File: config.mk
export PLATFORM = sky130hd
export DESIGN_NAME = unsigned_divider_core
export DESIGN_NICKNAME = d
export VERILOG_FILES = /design/src/design/udiv_pkg.sv /design/src/design/unsigned_divider_core.sv /design/src/design/udiv_cell.sv /design/src/design/udiv_row.sv
export SDC_FILE = /design/constraint.sdc
export NUM_CORES = 1
export LEC_CHECK = 0
export ABC_AREA = 1
export BUFFER_PORTS_ARGS = -buffer_cell sky130_fd_sc_hd__buf_2
export CORE_MARGIN = 2
export CORE_UTILIZATION = 60
export DETAILED_ROUTE_END_ITERATION = 16
export PLACE_DENSITY = 0.85
export RECOVER_POWER = 100
export SLEW_MARGIN = 20
export SYNTH_ARGS = -nofsm -noshare
export SYNTH_HDL_FRONTEND = slang
export SYNTH_SLANG_ARGS = --single-unit
File: constraint.sdc
create_clock -name clk -period 80.8 [get_ports clk]
set_clock_uncertainty 0.15 [all_clocks]
set_input_delay 8.08 -clock clk [delete_from_list [all_inputs] [get_ports clk]]
set_output_delay 8.08 -clock clk [all_outputs]
set_load 0.02 [all_outputs]
File: src/design/udiv_pkg.sv
// Shared constants and types for the unsigned divider core.
package udiv_pkg;

    // Operand width actually divided; bits above it are ignored.
    localparam int WIDTH = 64;
    // Width of each field on the stream ports.
    localparam int FIELD_W = 64;
    // Step counter width: counts 0 .. WIDTH-1.
    localparam int CNT_W = $clog2(WIDTH);

    // Controls broadcast to every bit cell of the row.
    typedef struct packed {
        logic load;
        logic step;
    } udiv_ctl_t;

endpackage

File: src/design/unsigned_divider_core.sv
// Unsigned divider core: stream front end, step sequencer and result register.
//
//  channel  | dir | tdata (low bit up)               | tuser
//  ---------+-----+----------------------------------+----------------
//  s_axis   | in  | numerator[63:0], denominator[63:0] | -
//  m_axis   | out | quot[63:0], remain[63:0]          | div_zero_error
//
// A request first loads the cell row, then runs WIDTH steps of the row (one
// quotient bit each) and finally moves the result out to the output register.
// A zero divisor skips the steps and goes from the load straight to the move out.
// Only one request is in flight; a new one is taken while the last result waits.
// A stalled result holds the finished request in the row until the output frees.
// Reset clears the sequencer and the output valid; the row needs no reset.
module unsigned_divider_core
    import udiv_pkg::*;
(
    input  logic                 clk,
    input  logic                 rst_n,
    input  logic                 s_axis_tvalid,
    output logic                 s_axis_tready,
    input  logic [2*FIELD_W-1:0] s_axis_tdata,  // numerator, denominator
    output logic                 m_axis_tvalid,
    input  logic                 m_axis_tready,
    output logic [2*FIELD_W-1:0] m_axis_tdata,  // quot, remain
    output logic                 m_axis_tuser   // div_zero_error
);

    localparam logic [1:0] ST_IDLE = 2'd0;
    localparam logic [1:0] ST_RUN  = 2'd1;
    localparam logic [1:0] ST_FIN  = 2'd2;

    localparam logic [CNT_W-1:0] CNT_LAST = CNT_W'(WIDTH - 1);

    logic [1:0]           state_reg;
    logic [1:0]           state_next;
    logic [CNT_W-1:0]     cnt_reg;
    logic [CNT_W-1:0]     cnt_next;
    logic                 zero_reg;
    logic                 zero_next;
    logic                 m_valid_reg;
    logic                 m_valid_next;
    logic [2*FIELD_W-1:0] m_data_reg;
    logic                 m_user_reg;

    logic                 accept;
    logic                 out_free;
    logic                 emit;
    logic                 den_zero;
    logic [WIDTH-1:0]     num_w;
    logic [WIDTH-1:0]     den_w;
    logic [WIDTH-1:0]     quot_w;
    logic [WIDTH-1:0]     remain_w;
    udiv_ctl_t            ctl;

    assign num_w    = s_axis_tdata[WIDTH-1:0];
    assign den_w    = s_axis_tdata[FIELD_W +: WIDTH];
    assign den_zero = (den_w == '0);

    assign s_axis_tready = (state_reg == ST_IDLE);
    assign accept        = s_axis_tvalid & s_axis_tready;
    assign out_free      = ~m_valid_reg | m_axis_tready;
    assign emit          = (state_reg == ST_FIN) & out_free;

    assign ctl.load = accept;
    assign ctl.step = (state_reg == ST_RUN);

    udiv_row u_row (
        .clk         (clk),
        .ctl         (ctl),
        .numerator   (num_w),
        .denominator (den_w),
        .quot        (quot_w),
        .remain      (remain_w)
    );

    always_comb
    begin
        state_next = state_reg;
        cnt_next   = cnt_reg;
        zero_next  = zero_reg;
        unique case (state_reg)
            ST_IDLE:
            begin
                if (accept)
                begin
                    zero_next  = den_zero;
                    cnt_next   = '0;
                    state_next = den_zero ? ST_FIN : ST_RUN;
                end
            end
            ST_RUN:
            begin
                cnt_next = cnt_reg + 1'b1;
                if (cnt_reg == CNT_LAST)
                begin
                    state_next = ST_FIN;
                end
            end
            ST_FIN:
            begin
                if (out_free)
                begin
                    state_next = ST_IDLE;
                end
            end
            default:
            begin
                state_next = ST_IDLE;
            end
        endcase
    end

    always_comb
    begin
        m_valid_next = m_valid_reg;
        if (emit)
        begin
            m_valid_next = 1'b1;
        end
        else if (m_axis_tready)
        begin
            m_valid_next = 1'b0;
        end
    end

    always_ff @(posedge clk or negedge rst_n)
    begin
        if (!rst_n)
        begin
            state_reg   <= ST_IDLE;
            cnt_reg     <= '0;
            zero_reg    <= 1'b0;
            m_valid_reg <= 1'b0;
        end
        else
        begin
            state_reg   <= state_next;
            cnt_reg     <= cnt_next;
            zero_reg    <= zero_next;
            m_valid_reg <= m_valid_next;
        end
    end

    always_ff @(posedge clk)
    begin
        if (emit)
        begin
            // Drop quotient and remainder on a zero divisor
            m_data_reg[FIELD_W-1:0]       <= zero_reg ? '0 : FIELD_W'(quot_w);
            m_data_reg[2*FIELD_W-1:FIELD_W] <= zero_reg ? '0 : FIELD_W'(remain_w);
            m_user_reg                    <= zero_reg;
        end
    end

    assign m_axis_tvalid = m_valid_reg;
    assign m_axis_tdata  = m_data_reg;
    assign m_axis_tuser  = m_user_reg;

    a_accept_starts: assert property (@(posedge clk) disable iff (!rst_n)
        accept |=> (state_reg == ST_RUN || state_reg == ST_FIN))
        else $error("accepted request did not start");

    a_zero_skips: assert property (@(posedge clk) disable iff (!rst_n)
        accept && den_zero |=> state_reg == ST_FIN && zero_reg)
        else $error("zero divisor did not skip the steps");

    a_run_holds: assert property (@(posedge clk) disable iff (!rst_n)
        state_reg == ST_RUN && cnt_reg != CNT_LAST |=> state_reg == ST_RUN)
        else $error("step sequence ended early");

    a_error_zero: assert property (@(posedge clk) disable iff (!rst_n)
        m_axis_tvalid && m_axis_tuser |-> m_axis_tdata == '0)
        else $error("divide-by-zero result carries data");

    a_no_overwrite: assert property (@(posedge clk) disable iff (!rst_n)
        m_axis_tvalid && !m_axis_tready |=> $stable(m_axis_tdata))
        else $error("pending result overwritten");

endmodule

File: src/design/udiv_cell.sv
// One bit slice of the divider row: remainder, dividend/quotient and divisor bits.
module udiv_cell
    import udiv_pkg::*;
(
    input  logic      clk,
    input  udiv_ctl_t ctl,
    input  logic      n_bit,
    input  logic      d_bit,
    input  logic      s_in,
    input  logic      a_in,
    input  logic      b_in,
    input  logic      take,
    output logic      r_out,
    output logic      a_out,
    output logic      b_out
);

    logic r_reg;
    logic a_reg;
    logic d_reg;
    logic diff;

    // Ripple subtract of the divisor bit from the shifted remainder bit
    assign diff  = s_in ^ d_reg ^ b_in;
    assign b_out = (~s_in & d_reg) | (~(s_in ^ d_reg) & b_in);

    always_ff @(posedge clk)
    begin
        if (ctl.load)
        begin
            r_reg <= 1'b0;
            a_reg <= n_bit;
            d_reg <= d_bit;
        end
        else if (ctl.step)
        begin
            r_reg <= take ? diff : s_in;
            a_reg <= a_in;
        end
    end

    assign r_out = r_reg;
    assign a_out = a_reg;

endmodule

File: src/design/udiv_row.sv
// Row of bit cells that performs one restoring division step per cycle.
module udiv_row
    import udiv_pkg::*;
(
    input  logic             clk,
    input  udiv_ctl_t        ctl,
    input  logic [WIDTH-1:0] numerator,
    input  logic [WIDTH-1:0] denominator,
    output logic [WIDTH-1:0] quot,
    output logic [WIDTH-1:0] remain
);

    logic [WIDTH-1:0] r_w;
    logic [WIDTH-1:0] a_w;
    logic [WIDTH:0]   b_w;
    logic             take;

    assign b_w[0] = 1'b0;
    // Subtract when the bit shifted out was set or no borrow came out the top
    assign take = r_w[WIDTH-1] | ~b_w[WIDTH];

    for (genvar i = 0; i < WIDTH; i++)
    begin : g_cell
        logic s_in;
        logic a_in;

        if (i == 0)
        begin : g_low
            // Next dividend bit enters the remainder; new quotient bit enters the shifter
            assign s_in = a_w[WIDTH-1];
            assign a_in = take;
        end
        else
        begin : g_mid
            assign s_in = r_w[i-1];
            assign a_in = a_w[i-1];
        end

        udiv_cell u_cell (
            .clk   (clk),
            .ctl   (ctl),
            .n_bit (numerator[i]),
            .d_bit (denominator[i]),
            .s_in  (s_in),
            .a_in  (a_in),
            .b_in  (b_w[i]),
            .take  (take),
            .r_out (r_w[i]),
            .a_out (a_w[i]),
            .b_out (b_w[i+1])
        );
    end

    assign quot   = a_w;
    assign remain = r_w;

endmodule

After elaboration in Yosys (flattened, before gate mapping) --
Index checks and enable logic that the tools add are counted.
Operators by class: $add $sub $neg 1, bitwise operators 450, muxes and demuxes 201, reduce and logical (&&, ||, !) cells 8, eq/ne operators 6
Operators by type and width (number):
- 2-to-1 mux 1 bit | 194
- AND 1 bit | 129
- NOT 1 bit | 129
- XOR 1 bit | 127
- bitwise OR 1 bit | 65
- zero test 64 bit | 1
- one-hot mux 6 bit (2 select lines) | 1
- 2-to-1 mux 2 bit | 4
- adder 6 x 1 -> 6 bit, second input constant | 1
- == test 6 bit, second input constant | 1
- 2-to-1 mux 6 bit | 1
- one-hot mux 2 bit (3 select lines) | 1
- nonzero test 2 bit | 3
- inequality test 2 x 1 -> 1 bit, second input constant | 2
- AND reduction 2 bit | 2
- AND reduction 3 bit | 1
- == test 2 x 1 -> 1 bit, second input constant | 1
- == test 2 bit, second input constant | 1
- zero test 2 bit | 1
- inequality test 2 bit, second input constant | 1
Storage, ports and cells: input port bits 132, register bits after elaboration 331, logic and storage cells 864

Longest topological paths before layout --
Gate-level depths: netlist (run 1).
word-level depth 132, depth in mapped cells 73, mapped depth without buffers 72

Modules after synthesis --
Synthesis (run 1) repeated with hierarchy kept, for this count alone.
Unflattened totals: cell total of the unflattened synthesis 1699, area total of the unflattened synthesis 16543.4 sq um
By module, submodules not included:
- unsigned_divider_core | seq. area each 4124.0 sq um, cells an instance 523, times used 1, area an instance 5641.7 sq um
- udiv_cell (u_row.g_cell[37].u_cell ...) | seq. area each 80.1 sq um, cells an instance 14, times used 34, area an instance 147.6 sq um
- udiv_cell (u_row.g_cell[0].u_cell ...) | seq. area each 80.1 sq um, cells an instance 19, times used 30, area an instance 163.9 sq um
- udiv_row | seq. area each 0.0 sq um, cells an instance 130, times used 1, area an instance 964.7 sq um

Least setup slack after synthesis (run 1) --
OpenSTA, ideal clock, no wires.
path kind register -> register, from reg u_row.g_cell[0].u_cell.d_reg, to reg u_row.g_cell[49].u_cell.r_reg, data arrival time 27.127 ns, path buffers 2, period minus slack after synthesis 27.419 ns, library setup time 0.142 ns, setup slack 53.381 ns, stages on the path, launching flop included 73, cells stage by stage edfxtp_1 ha_1 inv_1 fa_1 inv_1 fa_1 fa_1 fa_1 fa_1 fa_1 fa_1 fa_1 fa_1 fa_1 fa_1 fa_1 fa_1 fa_1 (+37 left out) fa_1 fa_1 fa_1 fa_1 fa_1 fa_1 fa_1 fa_1 fa_1 fa_1 fa_1 fa_1 nand2_1 buf_2 clkbuf_1 a21oi_1 o21ai_0 o21ai_1
On the way: cells in the longest elaborated chain, start to end 130
Ends and longest elaborated chain:
- start: declaration | RTL line udiv_cell.sv:20 | logic d_reg;
- start signal: assignment | RTL line udiv_cell.sv:33 | d_reg <= d_bit;
- AND 1 bit * (2 in series) | RTL line udiv_cell.sv:25 | assign b_out = (~s_in & d_reg) | (~(s_in ^ d_reg) & b_in);
- bitwise OR 1 bit * | RTL line udiv_cell.sv:25
- AND 1 bit * | RTL line udiv_cell.sv:25
- bitwise OR 1 bit * | RTL line udiv_cell.sv:25
- AND 1 bit * | RTL line udiv_cell.sv:25
- bitwise OR 1 bit * | RTL line udiv_cell.sv:25
- AND 1 bit * | RTL line udiv_cell.sv:25
- bitwise OR 1 bit * | RTL line udiv_cell.sv:25
- (+113 left out)
- bitwise OR 1 bit | RTL line udiv_cell.sv:25
- AND 1 bit | RTL line udiv_cell.sv:25
- bitwise OR 1 bit | RTL line udiv_cell.sv:25
- AND 1 bit | RTL line udiv_cell.sv:25
- bitwise OR 1 bit | RTL line udiv_cell.sv:25
- NOT 1 bit | RTL line udiv_row.sv:20 | assign take = r_w[WIDTH-1] | ~b_w[WIDTH];
- bitwise OR 1 bit | RTL line udiv_row.sv:20
- 2-to-1 mux 1 bit * | RTL line udiv_cell.sv:37 | r_reg <= take ? diff : s_in;
- end signal: assignment | RTL line udiv_cell.sv:37
- end: declaration | RTL line udiv_cell.sv:18 | logic r_reg;
Mark *: on every way between the ends. The rest lies on a longest branch, timed or not. A chain may end at the register's enable or synchronous reset.

Final worst setup path (run 1) --
from reg u_row.g_cell[0].u_cell.d_reg, to reg u_row.g_cell[56].u_cell.r_reg
On the way: cells in the longest elaborated chain, start to end 130
Ends and longest elaborated chain (RTL line):
- AND 1 bit * (2 in series) | udiv_cell.sv:25
- bitwise OR 1 bit * | udiv_cell.sv:25
- AND 1 bit * | udiv_cell.sv:25
- bitwise OR 1 bit * | udiv_cell.sv:25
- AND 1 bit * | udiv_cell.sv:25
- bitwise OR 1 bit * | udiv_cell.sv:25
- AND 1 bit * | udiv_cell.sv:25
- bitwise OR 1 bit * | udiv_cell.sv:25
- (+113 left out)
- bitwise OR 1 bit | udiv_cell.sv:25
- AND 1 bit | udiv_cell.sv:25
- bitwise OR 1 bit | udiv_cell.sv:25
- AND 1 bit | udiv_cell.sv:25
- bitwise OR 1 bit | udiv_cell.sv:25
- NOT 1 bit | udiv_row.sv:20
- bitwise OR 1 bit | udiv_row.sv:20
- 2-to-1 mux 1 bit * | udiv_cell.sv:37
- end signal: assignment | udiv_cell.sv:37
- end: declaration | udiv_cell.sv:18
Marked as above.

==> results.txt, run 1 <==
Crit. End Element -> register
Die H -> 157 um
Die area -> 24600 um2
Core Region -> 22800 um2
Post-CTS Setup Bufs -> 0
Clk buf depth -> 3
Synth warnings -> 0
# port buffers -> 262
Clock Pin Slew Worst Setup and Hold Paths -> 60 ps
Die X -> 157 um
Worst hold endpoint -> cnt_reg[5]
Drt pass-1 iters -> 5
Share of cells above drive strength 1 -> 0.130
Io pins -> 263
DRC -> 0
Gr ovfl total -> 0
Slew headroom -> -2.40
Slowest cell on the critical path -> clkbuf_1
Starting DRT DRC Count -> 766
Multi-input gate area -> 3910 um2
Endpoints failing setup -> 0
First-pass GRT wire length -> 46400 um
Row count -> 55
Outcome -> finished with violations
TritonCTS clock tree -> built
Max-cap violations -> 10
Routed Antenna Nets -> 0
Vias/cell -> 5.26
Cells after Synth -> 1143
Number of flip-flops in the largest register -> 128
Tot GR Track Use -> 0.244
GPL Wtd Cong -> 0.835
Util after Layout -> 0.719
Leak pwr -> 6.16 nW
Synth Register Bits -> 331
Vias -> 9126
Worst hold slack -> 335 ps
VDD IR max -> 0.0397 mV
Post-DP Area -> 15500 um2
TritonCTS Buffers -> 35
Initial Util -> 0.615
Hold-fix buffers, CTS -> 0
Clk sinks -> 331
Vias in the first global route -> 9203
Worst-path maximum fanout -> 83
CTS H-tree depth -> 2
Critical Setup Path Class -> register to register
Unrepaired setup endpoints after global routing -> no
CP dominant cell by count -> fa_1
Final WL -> 30100 um
Register area share after synthesis -> 0.660
R2R Setup Slk -> 48340 ps
HPWL Detailed -> 19700 um
Synthesized Nets -> 1340
Antenna violations before repair -> 2
Largest net degree at the start of global routing -> 133
Synthesized area -> 14000 um2
Hold path startpoint -> cnt_reg[5]
Post-CTS sizing -> 0
Final instance area -> 16400 um2
Hold depth -> 1
Tmin final -> 32460 ps
Synthesized area per cell -> 12.3 um2
Setup TNS -> 0 ps
WP data required -> 80980 ps
Worst Path Arrival -> 32640 ps
Final Hold Viols -> 0
Final Cycle Share -> 0.402
Fin nets -> 1590
Sequential cell area -> 9250 um2
Hold WC Path Type -> register to register
DR WL/cell -> 17.3 um
Worst setup SP type -> register
P per Cell Area -> 44.0 nW/um2
Filler Cell Count -> 1646
Failing checks -> max-capacitance violations, max-slew violations
Tightest Pin Transition -> 5080 ps
Area grow syn2layout -> 16.9%
Pins over their slew limit -> 724
Worst R2R End -> u_row.g_cell[56].u_cell.r_out
CP max stage delay -> 2830 ps
R2R depth -> 70
Later-pin clock latency in the skew report -> 500 ps
Total Power -> 0.720 mW
Unique masters post-synth -> 27
Reg2reg start -> u_row.g_cell[0].u_cell.d_reg
Root Driver -> clkbuf_16
Fmax -> 30.8 MHz
per-layer routing:
metal / track usage / vias to the layer above / routed length [um]
met4: 0.116 / 0 / 1340
li1: - / 4308 / -
met3: 0.0382 / 92 / 1720
met1: 0.320 / 4361 / 12200
met5: 0 / - / 0
met2: 0.403 / 365 / 14800
worst max path at each step:
stage	startpoint	to	slack, ps	depth (start not counted)
detailed placement	u_row.g_cell[0].u_cell.d_reg	u_row.g_cell[62].u_cell.r_out	51380	71
global route	u_row.g_cell[63].u_cell.a_out	u_row.g_cell[1].u_cell.r_out	46830	72
floorplan	u_row.g_cell[0].u_cell.d_reg	u_row.g_cell[49].u_cell.r_out	53380	72
finish	u_row.g_cell[0].u_cell.d_reg	u_row.g_cell[56].u_cell.r_out	48340	70
global placement	u_row.g_cell[63].u_cell.a_out	u_row.g_cell[8].u_cell.r_out	51820	72
CTS	u_row.g_cell[0].u_cell.d_reg	u_row.g_cell[56].u_cell.r_out	51250	71
where the power goes:
| group | switching, mW | internal [mW] |
|---|---|---|
| clock | 0.0629 | 0.100 |
| combinational | 0.175 | 0.0866 |
| sequential | 0.0217 | 0.273 |
| total | 0.260 | 0.460 |
cells by family after synthesis:
group                      after synthesis  synth area share
AOI/OAI and AO/OA                      264             0.109
buffers and inverters                  196            0.0605
and+or+nand+nor                        286            0.0778
muxes                                    1          0.000715
DFF                                    331             0.660
adders and majority gates               65            0.0919
cells in the final DEF (no fill, tap or decap), types with 2 or more instances in the layout:
master     count
nand2_1      103
clkbuf_16     37
diode_2        2
clkbuf_8       4
buf_2         79
clkinv_2       5
fa_1          63
o21ai_1       52
nor2_1       178
clkbuf_1     196
a21oi_1       15
a21oi_2       50
dfrtp_1       10
inv_1        137
nor2_4         2
a31oi_1        2
edfxtp_1     257
dfxtp_1       64
clkinv_1       5
bufinv_16      4
nand3_1        3
ha_1           2
o21ai_0      141
worst max-delay path, delay by kind of cell, from the launching register on:
family          cells  cell delay (ps)
simple gates        1             1100
buf+inv             3             2940
compound gates      2              730
fa+ha+maj          64            26940
flops               1              370
layout make-up:
type / count / area share
Antenna cell: 2 / 0.000306
Clock buffer: 49 / 0.0617
Clock inverter: 14 / 0.0102
Inverter: 140 / 0.0322
Multi-Input combinational cell: 616 / 0.239
Sequential cell: 331 / 0.565
Tap cell: 313 / 0.0239
Timing Repair Buffer: 269 / 0.0679
per-stage QoR:
step                worst slack [ps]  instances
global route                   46830       1734
finish                         48340       1734
detailed placement             51380       1669
CTS                            51250       1732
floorplan                      53380       1143
global placement               51820       1669
synth_stat cells:
cell	count	area, um2
a21oi_1	15	75.1
a21oi_2	50	438
a22o_1	1	8.76
a31oi_1	2	12.5
buf_1	1	3.75
buf_2	17	85.1
buf_4	10	75.1
buf_6	7	78.8
clkbuf_1	21	78.8
dfrtp_1	10	250
dfxtp_1	64	1280
edfxtp_1	257	7720
fa_1	63	1260
ha_1	2	25.0
inv_1	137	514
inv_2	3	11.3
mux2i_1	1	10.0
nand2_1	101	379
nand2_2	2	12.5
nand3_1	3	15.0
nor2_1	179	672
nor2_4	1	11.3
o211ai_1	1	7.51
o21ai_0	87	435
o21ai_1	106	531
o22ai_1	1	6.26
o31ai_1	1	7.51
Note: power is estimated with default switching activity, not from simulation.
==> run 2, diff against run 1 <==
- CORE_UTILIZATION: 60 -> 50
- PLACE_DENSITY: 0.85 -> 0.76
- clock period: 80.8 -> 27.7 ns (I/O delays scaled with it)
==> run 2 against run 1 <==
The flow still finishes with violations (max-capacitance violations, max-slew violations); global-route usage is 3.4 points lower; flip-flop and latch count stayed put; fmax rose by 20%; die area is 19% higher; core utilization shrank 11 points; worst hold slack got worse by 1.8 ps; first-iteration DRC count fell by 4.4%; non-clock buffer count grew 12; setup slack got worse by 48000 ps; sequential share of layout area down 1.2 points; clock power increased to 2.8 times the previous value; via count increased by 0.54%.
==> results.txt, run 2 (synthesis gave the netlist of run 1 again) <==
Outcome -> finished with violations
Failing checks -> max-capacitance violations, max-slew violations
Worst Setup EP -> u_row.g_cell[28].u_cell.r_out
R2R Setup Slk -> 670 ps (-47670 ps)
Slew headroom -> -2.11 (+0.288)
Die area -> 29400 um2 (+19%)
Cells after DPL -> 1741 (+4.3%)
Max-cap violations -> 7 (-3)
Root Driver -> clkbuf_16
Clock Pin Slew Worst Setup and Hold Paths -> 60 ps (about the same)
Drt pass-1 iters -> 6 (+1)
Core Region -> 27700 um2 (+22%)
Initial Util -> 0.505 (-0.109)
Tightest Pin Transition -> 4660 ps (-420 ps)
Vias -> 9175 (+0.54%)
Worst-path maximum fanout -> 10 (-88%)
Area grow syn2layout -> 19.5%
Reg2reg start -> u_row.g_cell[63].u_cell.a_out
Pins over their slew limit -> 453 (-37%)
First-pass GRT wire length -> 47900 um (+3.2%)
Later-pin clock latency in the skew report -> 520 ps (+20 ps)
Leading cell type in the layout, fill and taps excluded -> edfxtp_1
Die H -> 171 um (+9.3%)
Most frequent cells in the layout -> edfxtp_1, clkbuf_1, nor2_1
Final WL -> 31300 um (+4.2%)
Gr ovfl total -> 0 (unchanged)
Worst setup SP type -> register
CP Launch Point -> u_row.g_cell[63].u_cell.a_out
Fin nets -> 1604 (+0.88%)
Final Cycle Share -> 0.976 (+0.574)
DRC -> 0 (unchanged)
Crit. End Element -> register
Total Power -> 2.15 mW (+200%)
Filler Cell Count -> 2283 (+39%)
Io pins -> 263 (unchanged)
Vias in the first global route -> 9220 (+0.18%)
Die X -> 171 um (+9.3%)
HPWL Detailed -> 20200 um (+2.4%)
DR WL/cell -> 17.2 um (-0.63%)
CP dominant cell by count -> fa_1
Endpoints failing setup -> 0 (unchanged)
Fmax -> 37.0 MHz (+20%)
Hold WC Path Type -> register to register
Clk buf depth -> 3 (unchanged)
Largest net degree at the start of global routing -> 133 (unchanged)
TritonCTS Buffers -> 36 (+2.9%)
Row count -> 61 (+11%)
Number of flip-flops in the largest register -> 128 (unchanged)
Routed Antenna Nets -> 0 (unchanged)
Vias/cell -> 5.04 (-4.2%)
VDD IR max -> 0.0689 mV (+74%)
Share of cells above drive strength 1 -> 0.163 (+0.0327)
Leak pwr -> 6.27 nW (+1.7%)
Slowest cell on the critical path -> fa_1
CP max stage delay -> 480 ps (-2350 ps)
# port buffers -> 262 (unchanged)
Worst R2R End -> u_row.g_cell[28].u_cell.r_out
Worst Path Arrival -> 27250 ps (-5390 ps)
Hold-fix buffers, CTS -> 0 (unchanged)
Tot GR Track Use -> 0.210 (-0.0341)
Clk sinks -> 331 (unchanged)
Antenna violations before repair -> 2 (unchanged)
GPL Wtd Cong -> 0.794 (-4.9%)
Multi-input gate area -> 4010 um2 (+2.6%)
Final Hold Viols -> 0 (unchanged)
TritonCTS clock tree -> built
Starting DRT DRC Count -> 732 (-4.4%)
Critical Setup Path Class -> register to register
Sequential cell area -> 9250 um2 (unchanged)
Tmin final -> 27030 ps (-5430 ps)
CTS H-tree depth -> 2 (unchanged)
WP data required -> 27920 ps (-53060 ps)
Layout Cells excl Fill -> 1819 (+4.9%)
R2R depth -> 73 (+4.3%)
P per Cell Area -> 128 nW/um2 (+190%)
==> run 2: stage by stage <==
stage / hold slack (ps) / TNS [ps] / cell area (um2) / util / worst slack [ps]
finish: 334 / 0 / 16700 / 0.604 / 668
global route: 364 / -16.8 / 16700 / 0.604 / -16.0
CTS: 334 / 0 / 16900 / 0.611 / 32.7
detailed placement: 314 / -49410 / 15700 / 0.565 / -858
global placement: 307 / -22050 / 15700 / 0.565 / -383
floorplan: 296 / 0 / 14000 / - / 281
==> run 2: worst min path at each step <==
stage / slack (ps) / cells after the start / from / to
after floorplan: 300 / 1 / cnt_reg[5] / cnt_reg[5]
after global placement: 310 / 2 / u_row.g_cell[54].u_cell.r_out / u_row.g_cell[55].u_cell.r_out
after detailed placement: 310 / 2 / u_row.g_cell[9].u_cell.r_out / u_row.g_cell[10].u_cell.r_out
after CTS: 330 / 2 / u_row.g_cell[55].u_cell.r_out / u_row.g_cell[56].u_cell.r_out
after global routing: 360 / 2 / u_row.g_cell[55].u_cell.r_out / u_row.g_cell[56].u_cell.r_out
final: 330 / 2 / u_row.g_cell[55].u_cell.r_out / u_row.g_cell[56].u_cell.r_out
==> run 2: layout make-up <==
class	instances	share of cell area
well taps	378	0.0283
clock inverters	16	0.00643
clock buffers	50	0.0606
repair buffers	281	0.0798
inverters	140	0.0316
flip-flops and latches	331	0.553
diodes	6	0.000897
multi-input cells	617	0.240
==> run 2: what timing repair did <==
item / CTS / global route
cloned: 4 / 0
resized for setup: 18 / 11
pin swaps: 3 / 2
setup buffers: 0 / 1
endpoints found under the setup margin: 65 / 65
==> run 2: worst max-delay path: cells and delay by family (launching register included) <==
kind	cells	cell delay [ps]
flops	1	360
simple gates	1	150
buf+inv	5	440
compound gates	3	260
fa+ha+maj	64	25480
==> run 2: report_power, final <==
group          internal, mW  switching [mW]
clock                 0.266           0.190
sequential            0.786          0.0650
combinational         0.309           0.533
==> run 2: per-layer routing <==
metal / share of wire / wire length, um / global-route usage / vias to the layer above
met5: 0.00041 / 13 / 0 / -
met4: 0.029 / 913 / 0.0711 / 2
met3: 0.050 / 1560 / 0.0334 / 72
met2: 0.51 / 16000 / 0.363 / 284
met1: 0.41 / 12900 / 0.271 / 4453
li1: - / - / - / 4364
